<file path="src/design/prp_pkg.sv">
// ----------------------------------------------------------------------------
// prp_pkg: shared types and constants for the partial random permutation
// Pool size, field widths, sequencer states and register indexes.
// ----------------------------------------------------------------------------
package prp_pkg;

   // largest pool that the slot memory and touched map can hold
   localparam int MAX_POOL = 256;

   // derived widths
   localparam int IDX_W  = (MAX_POOL > 1) ? $clog2(MAX_POOL) : 1;
   localparam int CNT_W  = $clog2(MAX_POOL + 1);
   localparam int RAND_W = 32;
   localparam int STEP_W = $clog2(RAND_W);
   localparam int CFG_W  = 9;
   localparam int OUT_W  = 8;

   // register reset values
   localparam logic [CFG_W-1:0] POOL_SIZE_RESET  = 9'd256;
   localparam logic [CFG_W-1:0] PICK_COUNT_RESET = 9'd256;

   typedef logic [IDX_W-1:0]  idx_type;
   typedef logic [CNT_W-1:0]  cnt_type;
   typedef logic [CNT_W:0]    cnt_wide_type;
   typedef logic [STEP_W-1:0] step_type;
   typedef logic [OUT_W-1:0]  out_word_type;

   // configuration register indexes
   typedef enum logic [0:0] {
      CSR_POOL_SIZE  = 1'b0,
      CSR_PICK_COUNT = 1'b1
   } csr_index_type;

   // sequencer states
   typedef enum logic [2:0] {
      S_IDLE,
      S_DIV,
      S_RD_POS,
      S_RD_LAST,
      S_DONE
   } state_type;

endpackage

</file>
<file path="src/design/partial_random_permutation.sv">
// ----------------------------------------------------------------------------
// partial_random_permutation: partial Fisher-Yates index shuffle
// Draws distinct indices from a pool, one per random word, using a serial
// remainder unit, a slot memory and a bitmap of touched slots.
// ----------------------------------------------------------------------------
// Each transaction on req_ brings one 32-bit random word and yields one
// index on rsp_ (none when the effective pick count is zero). An item is
// accepted in the idle state, then passes through the bit-serial restoring
// remainder unit (one dividend bit per cycle, reducing the word modulo the
// live count), then two slot memory reads through its single read port and a
// write back that also loads the output register. req_tready is high only
// while the sequencer is idle; a finished index may wait in the output
// register while the next word is taken. The pool size is the pool size
// register saturated to 256 and the run length is pick_count clamped to the
// pool size; the final index of a run carries rsp_tlast and clears the
// touched map at once, so no clearing pass exists. The user must write the
// registers through csr_ only while the block is idle; it does not enforce this.
module partial_random_permutation (
   input  logic        clock,
   input  logic        reset,
   // configuration write channel
   input  logic        csr_valid,
   output logic        csr_ready,
   input  logic [0:0]  csr_index,
   input  logic [8:0]  csr_data,
   // random word stream
   input  logic        req_tvalid,
   output logic        req_tready,
   input  logic [31:0] req_tdata,   // [31:0] rand_word
   // picked index stream
   output logic        rsp_tvalid,
   input  logic        rsp_tready,
   output logic [7:0]  rsp_tdata,   // [7:0] picked_index
   output logic        rsp_tlast    // last
);

   // configuration registers
   logic [prp_pkg::CFG_W-1:0] pool_size_ff;
   logic [prp_pkg::CFG_W-1:0] pick_count_ff;

   // sequencer and run state
   prp_pkg::state_type              state_ff, state_in;
   prp_pkg::cnt_type                drawn_ff, drawn_in;
   logic [prp_pkg::MAX_POOL-1:0]    touched_ff, touched_in;

   // per-item working registers
   logic [prp_pkg::RAND_W-1:0] rand_ff, rand_in;
   prp_pkg::cnt_type           rem_ff, rem_in;
   prp_pkg::step_type          step_ff, step_in;
   prp_pkg::cnt_type           live_ff, live_in;
   prp_pkg::cnt_type           picks_ff, picks_in;
   prp_pkg::idx_type           val_ff, val_in;

   // output register
   logic                       rsp_valid_ff, rsp_valid_in;
   prp_pkg::out_word_type      rsp_index_ff, rsp_index_in;
   logic                       rsp_last_ff, rsp_last_in;

   // slot memory
   prp_pkg::idx_type           slot_mem [prp_pkg::MAX_POOL];
   prp_pkg::idx_type           mem_q_ff;
   logic                       mem_re;
   prp_pkg::idx_type           mem_ra;
   logic                       mem_we;
   prp_pkg::idx_type           mem_wa;
   prp_pkg::idx_type           mem_wd;

   // combinational helpers
   prp_pkg::cnt_type           pool_n;
   prp_pkg::cnt_type           picks_eff;
   prp_pkg::cnt_type           drawn_eff;
   prp_pkg::cnt_wide_type     div_shift;
   prp_pkg::cnt_wide_type     div_live;
   prp_pkg::idx_type           pos;
   prp_pkg::idx_type           last_slot;
   prp_pkg::cnt_type           live_m1;
   prp_pkg::cnt_type           drawn_inc;
   logic                       run_end;
   logic                       out_load;
   logic                       req_take;

   assign csr_ready  = 1'b1;
   assign req_tready = (state_ff == prp_pkg::S_IDLE);
   assign req_take   = req_tvalid && req_tready;
   assign rsp_tvalid = rsp_valid_ff;
   assign rsp_tdata  = rsp_index_ff;
   assign rsp_tlast  = rsp_last_ff;

   // configuration writes
   always_ff @(posedge clock) begin
      if (reset) begin
         pool_size_ff  <= prp_pkg::POOL_SIZE_RESET;
         pick_count_ff <= prp_pkg::PICK_COUNT_RESET;
      end else if (csr_valid && csr_ready) begin
         case (prp_pkg::csr_index_type'(csr_index))
            prp_pkg::CSR_POOL_SIZE:  pool_size_ff  <= csr_data;
            prp_pkg::CSR_PICK_COUNT: pick_count_ff <= csr_data;
            default: ;
         endcase
      end
   end

   // effective pool size and run length
   always_comb begin
      if (int'(pool_size_ff) > prp_pkg::MAX_POOL) begin
         pool_n = prp_pkg::cnt_type'(prp_pkg::MAX_POOL);
      end else begin
         pool_n = prp_pkg::cnt_type'(pool_size_ff);
      end
      if (int'(pick_count_ff) > int'(pool_n)) begin
         picks_eff = pool_n;
      end else begin
         picks_eff = prp_pkg::cnt_type'(pick_count_ff);
      end
   end

   // datapath views
   assign pos       = rem_ff[prp_pkg::IDX_W-1:0];
   assign live_m1   = live_ff - 1'b1;
   assign last_slot = live_m1[prp_pkg::IDX_W-1:0];
   assign drawn_inc = drawn_ff + 1'b1;
   assign run_end   = (drawn_inc == picks_ff);
   assign div_shift = {rem_ff, rand_ff[prp_pkg::RAND_W-1]};
   assign div_live  = {1'b0, live_ff};
   assign out_load  = (state_ff == prp_pkg::S_DONE) && (!rsp_valid_ff || rsp_tready);

   // sequencer state register and control
   always_ff @(posedge clock) begin
      if (reset) begin
         state_ff     <= prp_pkg::S_IDLE;
         drawn_ff     <= '0;
         touched_ff   <= '0;
         rsp_valid_ff <= 1'b0;
      end else begin
         state_ff     <= state_in;
         drawn_ff     <= drawn_in;
         touched_ff   <= touched_in;
         rsp_valid_ff <= rsp_valid_in;
      end
   end

   // working and output payload registers
   always_ff @(posedge clock) begin
      rand_ff      <= rand_in;
      rem_ff       <= rem_in;
      step_ff      <= step_in;
      live_ff      <= live_in;
      picks_ff     <= picks_in;
      val_ff       <= val_in;
      rsp_index_ff <= rsp_index_in;
      rsp_last_ff  <= rsp_last_in;
   end

   // next state, remainder step and memory control
   always_comb begin
      state_in     = state_ff;
      drawn_in     = drawn_ff;
      touched_in   = touched_ff;
      rand_in      = rand_ff;
      rem_in       = rem_ff;
      step_in      = step_ff;
      live_in      = live_ff;
      picks_in     = picks_ff;
      val_in       = val_ff;
      rsp_index_in = rsp_index_ff;
      rsp_last_in  = rsp_last_ff;
      rsp_valid_in = rsp_valid_ff && !rsp_tready;
      drawn_eff    = drawn_ff;
      mem_re       = 1'b0;
      mem_ra       = pos;
      mem_we       = 1'b0;
      mem_wa       = pos;
      mem_wd       = val_ff;

      case (state_ff)
         prp_pkg::S_IDLE: begin
            // accept a word; a zero run length consumes it with no result
            if (req_take && (picks_eff != '0)) begin
               if (drawn_ff >= picks_eff) begin
                  drawn_eff  = '0;
                  drawn_in   = '0;
                  touched_in = '0;
               end
               live_in  = pool_n - drawn_eff;
               picks_in = picks_eff;
               rand_in  = req_tdata;
               rem_in   = '0;
               step_in  = prp_pkg::step_type'(prp_pkg::RAND_W - 1);
               state_in = prp_pkg::S_DIV;
            end
         end
         prp_pkg::S_DIV: begin
            // one restoring remainder step per cycle, msb first
            if (div_shift >= div_live) begin
               rem_in = prp_pkg::cnt_type'(div_shift - div_live);
            end else begin
               rem_in = div_shift[prp_pkg::CNT_W-1:0];
            end
            rand_in = {rand_ff[prp_pkg::RAND_W-2:0], 1'b0};
            step_in = step_ff - 1'b1;
            if (step_ff == '0) begin
               state_in = prp_pkg::S_RD_POS;
            end
         end
         prp_pkg::S_RD_POS: begin
            // fetch the picked slot
            mem_re   = 1'b1;
            mem_ra   = pos;
            state_in = prp_pkg::S_RD_LAST;
         end
         prp_pkg::S_RD_LAST: begin
            // resolve the picked value, fetch the last live slot
            val_in   = touched_ff[pos] ? mem_q_ff : pos;
            mem_re   = 1'b1;
            mem_ra   = last_slot;
            state_in = prp_pkg::S_DONE;
         end
         prp_pkg::S_DONE: begin
            // move the last live value into the picked slot and emit
            if (out_load) begin
               mem_we       = 1'b1;
               mem_wa       = pos;
               mem_wd       = touched_ff[last_slot] ? mem_q_ff : last_slot;
               rsp_valid_in = 1'b1;
               rsp_index_in = prp_pkg::out_word_type'(val_ff);
               rsp_last_in  = run_end;
               if (run_end) begin
                  drawn_in   = '0;
                  touched_in = '0;
               end else begin
                  drawn_in        = drawn_inc;
                  touched_in[pos] = 1'b1;
               end
               state_in = prp_pkg::S_IDLE;
            end
         end
         default: begin
            state_in = prp_pkg::S_IDLE;
         end
      endcase
   end

   // slot memory, one write and one registered read port
   always_ff @(posedge clock) begin
      if (mem_we) begin
         slot_mem[mem_wa] <= mem_wd;
      end
      if (mem_re) begin
         mem_q_ff <= slot_mem[mem_ra];
      end
   end

`ifndef SYNTHESIS
   // the remainder stays below the live count throughout the reduction
   a_rem_below_live: assert property (@(posedge clock) disable iff (reset)
      (state_ff == prp_pkg::S_DIV || state_ff == prp_pkg::S_RD_POS) |-> (rem_ff < live_ff))
      else $error("remainder reached the live count");

   // a busy item always has at least one live slot
   a_live_nonzero: assert property (@(posedge clock) disable iff (reset)
      (state_ff != prp_pkg::S_IDLE) |-> (live_ff != '0))
      else $error("item in progress with an empty pool");

   // picks made so far stay below the run length while an item is at work
   a_drawn_below_picks: assert property (@(posedge clock) disable iff (reset)
      (state_ff != prp_pkg::S_IDLE) |-> (drawn_ff < picks_ff))
      else $error("run overran its pick count");

   // the final pick of a run leaves the touched map and drawn count clear and raises rsp_tlast
   a_run_end_clears: assert property (@(posedge clock) disable iff (reset)
      (out_load && run_end) |=> (touched_ff == '0 && drawn_ff == '0 && rsp_tlast))
      else $error("run end did not clear the run state");
`endif

endmodule

</file>
<file path="config.mk">
export PLATFORM = sky130hd
export DESIGN_NAME = partial_random_permutation
export DESIGN_NICKNAME = d
export VERILOG_FILES = /design/src/design/prp_pkg.sv /design/src/design/partial_random_permutation.sv
export SDC_FILE = /design/constraint.sdc
export NUM_CORES = 2
export LEC_CHECK = 0
export BUFFER_PORTS_ARGS = -buffer_cell sky130_fd_sc_hd__buf_2
export CORE_MARGIN = 5
export CORE_UTILIZATION = 55
export DETAILED_ROUTE_END_ITERATION = 8
export HOLD_SLACK_MARGIN = 0.06
export PLACE_DENSITY = 0.78
export SETUP_SLACK_MARGIN = 0.02
export SLEW_MARGIN = 25
export SYNTH_ARGS = -nofsm -noshare
export SYNTH_HDL_FRONTEND = slang
export SYNTH_SLANG_ARGS = --single-unit
</file>
<file path="constraint.sdc">
create_clock -name clock -period 17.5 [get_ports clock]
set_input_delay 0.875 -clock clock [delete_from_list [all_inputs] [get_ports clock]]
set_output_delay 0.875 -clock clock [all_outputs]
set_load 0.02 [all_outputs]
</file>
Word-level counts from Yosys, hierarchy flattened:

Memory sizes are Yosys's and may differ from the RTL's. A register that Yosys moved wholly into a read port is not among the register bits.
Cells that the tools add are included.

* register bits: 368
* bits in latches: 0
* bits in writable memories: 2048
* bits in read-only memories: 0
* input port bits: 47
* output and inout bits: 12
* logic and storage cells: 102
* memories: 1

Memory list
* slot_mem: depth 256, width 8, read ports 1, clocked after memory_dff 1, write ports 1, line partial_random_permutation.sv:60 `prp_pkg::idx_type slot_mem [prp_pkg::MAX_POOL];`

* add/sub/neg operators: 5
* $mul: 0
* divide/modulo/power cells: 0
* $lt $le $gt $ge: 7
* equal/unequal tests: 9
* shifts and indexed selects: 0
* muxes and demuxes: 42
* bitwise gates (word level): 2
* reduce and logical (&&, ||, !) cells: 22

Operators with widths (count)
* two-way mux 256 bit: 4
* one-hot mux 256 bit (2 select lines): 1
* OR 256 bit: 1
* two-way mux 9 bit: 9
* one-hot mux 32 bit (2 select lines): 1
* two-way mux 8 bit: 5
* one-hot mux 9 bit (2 select lines): 2
* two-way mux 32 bit: 1
* < comparator 8 x 9 -> 1 bit (second input constant): 2
* subtractor 9 bit: 2
* binary-select mux 1 bit (select 8 bit): 2
* one-hot mux 3 bit (5 select lines): 1
* >= comparator 10 x 9 -> 1 bit: 1
* two-way mux 1 bit: 10
* one-hot mux 5 bit (2 select lines): 1
* AND reduction 2 bit: 5
* adder 9 x 1 -> 9 bit (second input constant): 1
* equality test 9 bit: 1
* >= comparator 9 bit: 1
* > comparator 9 bit: 1
* > comparator 9 bit (second input constant): 1
* two-way mux 3 bit: 3
* nonzero test 9 bit: 1
* demux 1 bit (select 8 bit): 1
* other kinds (19): 29

Depth between registers and ports, before layout:

* word-level depth: 9
* depth in mapped cells: 30
* depth with buffers taken out: 28

Least setup slack after synthesis:

OpenSTA, ideal clock, no wires.

* path kind: reg2reg
* start point: register live_ff[0]
* end point: memory slot_mem[0][6] (netlist bit), data pin
* arrival: 13.792 ns
* required time: 15.254 ns
* setup slack: 1.462 ns
* cell stages (with the launch flop): 17
* clock period less this slack: 16.038 ns
* cells stage by stage: edfxtp_1 > buf_6 > buf_6 > buf_2 > clkinv_1 > ha_1 > buf_2 > buf_4 > clkbuf_1 > mux4_2 > nand2_1 > a31oi_1 > nand4_1 > o21ai_1 > o21ai_1 > a2111oi_0 > a211oi_1

* longest elaborated chain between the ends: 6

Ends and longest elaborated chain
* from (decl): line partial_random_permutation.sv:50 `prp_pkg::cnt_type live_ff, live_in;`
* from (signal assigned): line partial_random_permutation.sv:147 `live_ff <= live_in;`
* subtractor 8 x 1 -> 8 bit *: line partial_random_permutation.sv:119 `assign live_m1 = live_ff - 1'b1;`
* binary-select mux 1 bit (select 8 bit): line partial_random_permutation.sv:223 `mem_wd = touched_ff[last_slot] ? mem_q_ff : last_slot;`
* two-way mux 1 bit (implied by the code): line partial_random_permutation.sv:223
* two-way mux 8 bit *: line partial_random_permutation.sv:223
* two-way mux 8 bit *: line partial_random_permutation.sv:220 `if (out_load) begin`
* two-way mux 8 bit *: line partial_random_permutation.sv:175 `case (state_ff)`
* net mem_wd[6]: line partial_random_permutation.sv:66 `prp_pkg::idx_type mem_wd;`
* to (decl): line partial_random_permutation.sv:60

The timed path passes the listed nets; every way through them passes the cells marked *. The select of a mux whose other input is x is not followed.

Worst setup path after layout:

* start point: register live_ff[0]
* end point: memory slot_mem[211][3] (netlist bit), data pin

The elaborated chain is that of the path after synthesis.

==> run metrics <==
gr ovfl total=0; row count=about 160; Initial Util=0.553; cts bufs inserted=231; global placement routability congestion=0.901; Yosys Warn Count=0; CTS-repair resized insts=0; area grow syn2layout=9.81%; DRT Wirelength=302 mm; root buffer cell=clkbuf_16; final hold viol count=0; Internal=between 9 and 10 mW; H-tree levels=4; Storage cell area=between 0.06 and 0.07 mm²; clk_skew=between 40 and 50 ps; Seq cells post-synth=2424; Final Max Slew Viols=0; commonest non-fill, non-tap cells in the layout=2137 x edfxtp_1, 1939 x nand2_1, 679 x nand3_1, 562 x nor2_1, 390 x a21oi_1; combinational power share=0.170; pre-CTS WS=about 10000 ps; WP buf/inv=5; # fillers=between 10k and 15k; Synth Flop Type=edfxtp_1; share of cells above drive strength 1=0.0990; die area=about 0.19 mm²; Setup WS post-layout=a little over 10000 ps; nets=about 8.3k; setup violators final=0; crit path launch type=flip-flop; Layout Cells excl Fill=around 11k; pin count of the biggest net entering global routing=259; peak supply drop=around 130 µV; CP most frequent cell=buf_4; Sink Count=about 2.4k; Clock Tree Buf Depth=3; Cell Pwr Density=roughly 120 mW/mm²; CP delay by family, top=buffers and inverters; Worst-Margin Slew=about 1200 ps; Vias/cell=6.67; Psw=3.95 mW; CP Data Required Time=18030 ps; Setup TNS=0 ps; Multi-input gate area=a little under 0.03 mm²; Leakage Power=~38 nW; Min-Delay Path Class=in -> reg; part of the power in the clock network=0.372; final core utilization=0.607; Worst EP arrival=roughly 7800 ps; Net Sw Frac=0.289; Syn Nets=8455; fin crit period=7270 ps; Worst setup EP type=flip-flop; area share of the largest cell type after synthesis=0.627; hold buffers post-CTS=0; ANT nets after route=0; Post-CTS Setup Inserts=0; die span in x=roughly 440 µm; First-pass DRT Iterations=9; Post-Place Cells=about 10k; chip height=442 µm; commonest non-fill, non-tap cell in the layout=edfxtp_1; initial DRC count=between 10k and 15k; synth unique cells=94; first-pass GRT wire length=~440 mm; placeable core area=around 0.19 mm²; status=finished, final reports clean; synthesized cell area=between 0.1 and 0.15 mm²; initial antenna violation count=14; Crit path largest cell delay=980 ps; worst-path cell chain=buf_4 -> clkinv_1 -> ha_2 -> buf_4 -> mux4_2 -> nand2_1 -> and3_1 -> a2111oi_1 -> a221oi_2 -> a31oi_4 -> mux2i_1 -> nor2_1 -> a221o_4 -> buf_4 -> buf_4; RSZ-0062 raised after global routing=false; Crit Path Max Fanout=between 90 and 100; Final Power=around 14 mW; Synth Instances=~8.4k; clk slew on worst S/H paths=about 70 ps; Final HPWL DP=roughly 170 mm; Synth area leader=edfxtp_1; vias in the first global route=about 70k; Syn Area/Cell=12.2 µm²; f_max=between 100 and 150 MHz; worst skew pair latency=880 ps; GRT Util Overall=0.303; Final Cycle Share=0.416; number of flops mapped to enable cells by yosys=2137; # port buffers=57; clock tree from TritonCTS=built; synth top area cells=edfxtp_1 63%, nand2_1 7.1%, dfxtp_1 5.6%; # DRC=0; Slowest cell on crit path=a2111oi_1; total of max-cap violations=0; wire per inst=about 28 µm; num ports=between 50 and 60; WS Path Type=reg -> reg; Seq pwr share=0.458; Slew headroom=0.214; Async S/R FF share, synth=0; Seq/Total Area, Yosys=0.683; vias after detailed routing=about 72k
==> sequential cells by signal, summed over array words and instances, names as in the netlist <==
name and count:
slot_mem 2048, touched_ff 256, rand_ff 32, drawn_ff 9, live_ff 9, pick_count_ff 9
picks_ff 9, pool_size_ff 9, rem_ff 9, mem_q_ff 8, rsp_tdata 8, val_ff 8
step_ff 5, state_ff 3, rsp_tlast 1, rsp_tvalid 1
==> final cells by class <==
cell class	count	share of cell area
timing repair buffer	219	0.0156
tap	2480	0.0276
clock inverter	152	0.0139
multi-input combinational	5224	0.264
sequential	2424	0.622
antenna	15	0.000334
inverter	74	0.00247
clock buffer	287	0.0546
==> per-layer routing <==
layer / track usage / part of all wire / up-vias
met2: 0.446 / 0.44 / 5883
li1: - / - / 30400
met3: 0.0953 / 0.15 / 1208
met5: 0 / 0.00034 / -
met1: 0.401 / 0.35 / 35000
met4: 0.175 / 0.066 / 12
==> logic make-up after synthesis <==
kind of cell	share of synthesized area
compound gates	0.0688
buf+inv	0.0314
flops	0.683
simple gates	0.155
fa+ha+maj	0.00516
mux	0.0532
other cells	0.0000366
xor+xnor	0.00355
==> worst paths after layout <==
check / startpoint / to / slack [ps] / cells past startpoint
max: live_ff[0] / slot_mem[211][3] / 10230 / 15
min: req_tdata[10] / rand_ff[10] / 280 / 3
max reg2reg: live_ff[0] / slot_mem[211][3] / 10230 / 15
min reg2reg: pool_size_ff[3] / pool_size_ff[3] / 450 / 2
==> Yosys cell counts, types with 14 or more instances <==
library cell  instances
o21ai_0              56
inv_1                70
a211oi_1             67
a31o_2               15
clkbuf_1            255
buf_1                79
dfxtp_1             287
nand3_1             688
a21oi_1             390
xnor2_1              22
a311oi_1             36
o21ai_1              14
nor2b_1              31
a31oi_1             176
nand4_1              78
nor3_1              279
mux2i_1             179
nand2_1            1945
a21o_1               17
a2111oi_0            27
ha_1                 39
and3_1               73
o221ai_1             15
edfxtp_1           2137
buf_4                21
o211ai_1             27
a32oi_1              99
buf_2               279
nor2_1              565
mux4_2              151
==> power by group through the flow <==
stage,sequential (mW),combinational [mW],clock (mW)
6_report,6.25,2.32,5.08
5_1_grt,6.25,2.40,5.35
4_1_cts,6.25,2.23,5.10
3_5_place_dp,6.38,2.21,0
3_3_place_gp,6.38,2.18,0
2_1_floorplan,6.37,1.43,0
==> tightest hold or removal path: cells and delay by family <==
| kind | cells | cell delay (ps) |
|---|---|---|
| buffers and inverters | 1 | 70 |
| and+or+nand+nor | 2 | 90 |
==> stage by stage <==
| step | cell area [µm²] | hold WS [ps] |
|---|---|---|
| 6_report | 112000 | 282 |
| 5_1_grt | 112000 | 263 |
| 4_1_cts | 112000 | 228 |
| 3_5_place_dp | 105000 | 443 |
| 3_3_place_gp | 105000 | 436 |
| 2_1_floorplan | 102000 | 426 |
Note: power is estimated with default switching activity, not from simulation.
